`src/rtl/salc_pkg.sv`:
```
// Shared types and constants of the set-associative LRU tag store.
package salc_pkg;

    localparam int TAG_W   = 30;
    localparam int AGE_W   = 6;
    localparam int IDX_W   = 9;
    localparam int OUT_W   = 6;
    localparam int CNT_W   = 32;
    localparam int LOG_W   = 4;
    localparam int CFG_AW  = 4;
    localparam int CFG_DW  = 32;
    localparam int IN_DW   = 32;
    localparam int OUT_DW  = 80;

    localparam int MAX_LINES_DEF = 64;
    localparam int ADDR_BITS_DEF = 32;

    localparam logic [AGE_W-1:0] AGE_MAX = {AGE_W{1'b1}};

    localparam logic [8:0] CB_RESET = 9'd64;
    localparam logic [2:0] BW_RESET = 3'd1;
    localparam logic [4:0] WY_RESET = 5'd1;

    typedef enum logic [1:0] {
        REG_CACHE_BYTES = 2'd0,
        REG_BLOCK_WORDS = 2'd1,
        REG_WAYS        = 2'd2,
        REG_FULLY_ASSOC = 2'd3
    } reg_idx_t;

    // Set window and tag of the access in flight
    typedef struct packed {
        logic [IDX_W-1:0] base;
        logic [IDX_W-1:0] lim;
        logic [TAG_W-1:0] tag;
    } lk_t;

    // Scan token handed from cell to cell
    typedef struct packed {
        logic             hit;
        logic [IDX_W-1:0] hit_line;
        logic [AGE_W-1:0] hit_age;
        logic             inv;
        logic [IDX_W-1:0] inv_line;
        logic [AGE_W-1:0] best_age;
        logic [IDX_W-1:0] best_line;
    } tok_t;

    // Update broadcast after the scan
    typedef struct packed {
        logic             en;
        logic             hit;
        logic [IDX_W-1:0] line;
        logic [AGE_W-1:0] age_a;
    } upd_t;

endpackage

```
`src/rtl/salc_cell.sv`:
```
// One cache line: valid, tag and LRU age, plus one stage of the scan chain.
module salc_cell #(
    parameter int IDX = 0
) (
    input  logic             aclk,
    input  logic             aresetn,
    input  logic             flush,
    input  salc_pkg::lk_t    lk,
    input  salc_pkg::upd_t   up,
    input  logic             in_act,
    input  salc_pkg::tok_t   in_tok,
    output logic             out_act,
    output salc_pkg::tok_t   out_tok
);

    localparam logic [salc_pkg::IDX_W-1:0] K = salc_pkg::IDX_W'(IDX);

    logic                         valid_reg;
    logic [salc_pkg::TAG_W-1:0]   tag_reg;
    logic [salc_pkg::AGE_W-1:0]   age_reg;
    logic                         act_reg;
    salc_pkg::tok_t               tok_reg;
    salc_pkg::tok_t               tok_next;
    logic                         in_set;
    logic                         match;
    logic [salc_pkg::AGE_W-1:0]   age_up;

    assign in_set = (K >= lk.base) && (K < lk.lim);
    assign match  = in_set && valid_reg && (tag_reg == lk.tag);
    assign age_up = (age_reg == salc_pkg::AGE_MAX) ? age_reg : age_reg + 1'b1;

    always_comb begin
        tok_next = in_tok;
        if (in_set) begin
            if (!in_tok.hit && match) begin
                tok_next.hit      = 1'b1;
                tok_next.hit_line = K;
                tok_next.hit_age  = age_reg;
            end
            if (!in_tok.inv && !valid_reg) begin
                tok_next.inv      = 1'b1;
                tok_next.inv_line = K;
            end
            // strict compare keeps the lowest way on ties
            if (age_reg > in_tok.best_age) begin
                tok_next.best_age  = age_reg;
                tok_next.best_line = K;
            end
        end
    end

    always_ff @(posedge aclk) begin
        if (!aresetn) begin
            valid_reg <= 1'b0;
            age_reg   <= '0;
            act_reg   <= 1'b0;
        end else begin
            act_reg <= in_act;
            if (flush) begin
                valid_reg <= 1'b0;
                age_reg   <= '0;
            end else if (up.en && in_set) begin
                if (K == up.line) begin
                    age_reg <= '0;
                    if (!up.hit) begin
                        valid_reg <= 1'b1;
                    end
                end else if (valid_reg && (!up.hit || age_reg < up.age_a)) begin
                    age_reg <= age_up;
                end
            end
        end
    end

    always_ff @(posedge aclk) begin
        if (in_act) begin
            tok_reg <= tok_next;
        end
        if (up.en && in_set && !up.hit && K == up.line) begin
            tag_reg <= lk.tag;
        end
    end

    assign out_act = act_reg;
    assign out_tok = tok_reg;

endmodule
```
`config.mk`:
```
export PLATFORM = sky130hd
export DESIGN_NAME = salc_cell
export DESIGN_NICKNAME = d
export VERILOG_FILES = /design/src/rtl/salc_pkg.sv /design/src/rtl/salc_cell.sv
export SDC_FILE = /design/constraint.sdc
export NUM_CORES = 1
export LEC_CHECK = 0
export BUFFER_PORTS_ARGS = -buffer_cell sky130_fd_sc_hd__buf_2
export CAP_MARGIN = 20
export CORE_MARGIN = 2
export CORE_UTILIZATION = 48
export CTS_CLUSTER_SIZE = 24
export DETAILED_ROUTE_END_ITERATION = 8
export HOLD_SLACK_MARGIN = 0.02
export MAX_ROUTING_LAYER = met4
export PLACE_DENSITY = 0.77
export SETUP_SLACK_MARGIN = 0.05
export SYNTH_ARGS = -nofsm -noshare
export SYNTH_HDL_FRONTEND = slang
export SYNTH_SLANG_ARGS = --single-unit
```
`constraint.sdc`:
```
create_clock -name aclk -period 4.6 [get_ports aclk]
set_input_delay 0.23 -clock aclk [delete_from_list [all_inputs] [get_ports aclk]]
set_output_delay 0.23 -clock aclk [all_outputs]
set_load 0.01 [all_outputs]
```
==> metrics.cfg <==
[outcome]
status = complete, no violations

[clock_tree]
cts_root_buf = clkbuf_8
cts_sinks = 79
cts_buffers = 9
cts.clk_slew.worst_paths_ps = 80
cts.path.max_buffers = 2
cts_tree = yes
cts_htree_levels = 3
cts_hold_buf = 0
clkLatencyLatePin_ps = 350
cts_resized = 0
postCtsSetupBuffers = 0

[routing]
routed_wl_microns = 7440
vias = 2600
drt_drc_violations_left = 0
viasPerCell = 4.92
drt_pass1_iterations = 4
ant_nets = 0
drt_iter0_markers = 126
wl_per_cell_microns = 14.1

[final_layout]
final_common_cell = buf_2
diodes = 0
final_cells = 528
fin_nets = 546
drive_gt1_frac = 0.448
synthToLayoutAreaGrowth_pct = 28.5
layout_common_cells = 151 x buf_2, 71 x edfxtp_1, 30 x xnor2_1
finalInstanceArea_sq_um = 4640
largest_reg_flops = 41

[logic_synthesis]
syn-mean-instance-area_sq_um = 13.7
ys_seq_area_frac = 0.634
yosysUniqueCellTypes = 37
ys.warnings.count = 0
syn_nets = 386
yosys_register_bits = 79
synth_area_sq_um = 3610
synth_top_area_cell = edfxtp_1
synth_area_leaders = edfxtp_1 59%, xnor2_1 7.3%, dfxtp_1 4.4%
yosysTopAreaCellShare = 0.590
synthCells = 264

[timing]
slew_violations = 0
layout_min_cycle_time_ps = 2490
rsz0062_at_grt = no
hold_ws_ps = 78.0
clock_skew_ps = 6.03
post-route-period-util = 0.542
fmax_mhz = 401
setup_tns_ps = 0
hold_viol = 0
slew_headroom = 0.430
worst_pin_slew_ps = 855
finalSetupViolCount = 0

[worst_setup_path]
crit_fanout = 9
critPathRequiredTime_ps = 4880
cp-end-kind = flop
worstSetupStartpointType = flop
worstSetupPathType = flop to flop
crit_arrival_ps = 2770

[power]
power_w = 0.00142
vdd_drop_max_mv = 0.195
power.density_nw_per_um2 = 306
p_leak_nw = 1.93

[floorplan]
core_sq_um = 7290
initial_core_util = 0.496
die_y_microns = 90.8
die_w_microns = 90.8
io_pins = 152
num_rows = 31
die_area_sq_um = 8240

[global_route]
grt.total_usage = 0.191
grt_pass1_wl_microns = 11900
antenna_found_initial = 0
grt_overflow_total = 0
grt_max_degree = 43
first_global_vias = 2540

[placement]
post_dp_cell_area_sq_um = 4470
io_buffers = 151
place_congestion = 0.801
place.detailed.hpwl_microns = 5760
placed_cells = 511

[worst_hold_path]
hold_path.class = input pin to flop

[flow_run]
maxCapViolations = 0

[critical path, cell delays in order (launching register included)]
cell,delay [ps]
dfxtp_1,540
ha_1,300
a21boi_0,120
o311ai_0,450
nand2_1,280
or4b_1,530
a31oi_1,190
[power breakdown]
group	leakage (nW)	total, W	switching [W]	internal, W
clock	0.0874	0.000458	0.000261	0.000197
combinational	1.10	0.000145	0.0000685	0.0000764
sequential	0.735	0.000821	0.00000727	0.000813
[synth_stat cells]
library cell  instances
edfxtp_1             71
xnor2_1              30
inv_1                15
nand3_1              14
ha_1                 12
nand2_1              11
and2_1               10
mux2_2               10
nor2b_1              10
and2_2                9
dfxtp_1               8
nand4_1               8
a21oi_1               6
nor2_1                5
nor3_1                5
a31oi_1               4
o211ai_1              4
or4_1                 4
nor4_1                3
o21ai_0               3
and3_1                2
buf_6                 2
nand2b_1              2
or2b_1                2
or4b_1                2
a21boi_0              1
a41o_1                1
buf_8                 1
clkbuf_1              1
mux2_4                1
mux2i_1               1
nand4_2               1
o21ba_2               1
o311ai_0              1
or2_1                 1
or2_2                 1
or3_1                 1
[per-stage QoR]
| step | utilization | setup WS [ps] |
|---|---|---|
| after floorplan | - | 748 |
| after global placement | 0.612 | 2160 |
| after detailed placement | 0.612 | 2070 |
| after CTS | 0.636 | 2100 |
| after global routing | 0.637 | 1950 |
| final | 0.637 | 2110 |
[routing by layer]
metal  up-vias  GRT usage  wire [microns]
met4         0     0.0783              99
li1       1298          -               -
met1      1183      0.230            3180
met2       108      0.312            3650
met3        11     0.0442             506
met5         -          -               0
[final timing paths]
| check | start | to | slack (ps) | cells after the start |
|---|---|---|---|---|
| min | lk[17] | tag_reg[17] | 80 | 1 |
| max reg2reg | age_reg[1] | age_reg[1] | 2110 | 6 |
| min reg2reg | valid_reg | valid_reg | 570 | 1 |
| max | age_reg[1] | age_reg[1] | 2110 | 6 |
[area by class of cell]
| type | count | area (sq um) |
|---|---|---|
| clock buffers | 9 | 124 |
| inverters | 15 | 56.3 |
| well taps | 99 | 124 |
| multi-input cells | 166 | 1230 |
| clock inverters | 7 | 47.5 |
| repair buffers | 153 | 771 |
| flip-flops and latches | 79 | 2290 |
| fillers | 616 | 2650 |
[logic make-up (layout without fill, tap and decap cells)]
group | after synthesis | in the layout | share of synthesized area
AND/OR/NAND/NOR | 91 | 91 | 0.149
flip-flops | 79 | 79 | 0.634
XOR/XNOR | 30 | 30 | 0.0727
AO/OA/AOI/OAI | 21 | 21 | 0.0377
buffers and inverters | 19 | 184 | 0.0270
adder cells (fa/ha/maj) | 12 | 12 | 0.0415
multiplexers | 12 | 12 | 0.0381
Power figures use the tool's default switching activity.
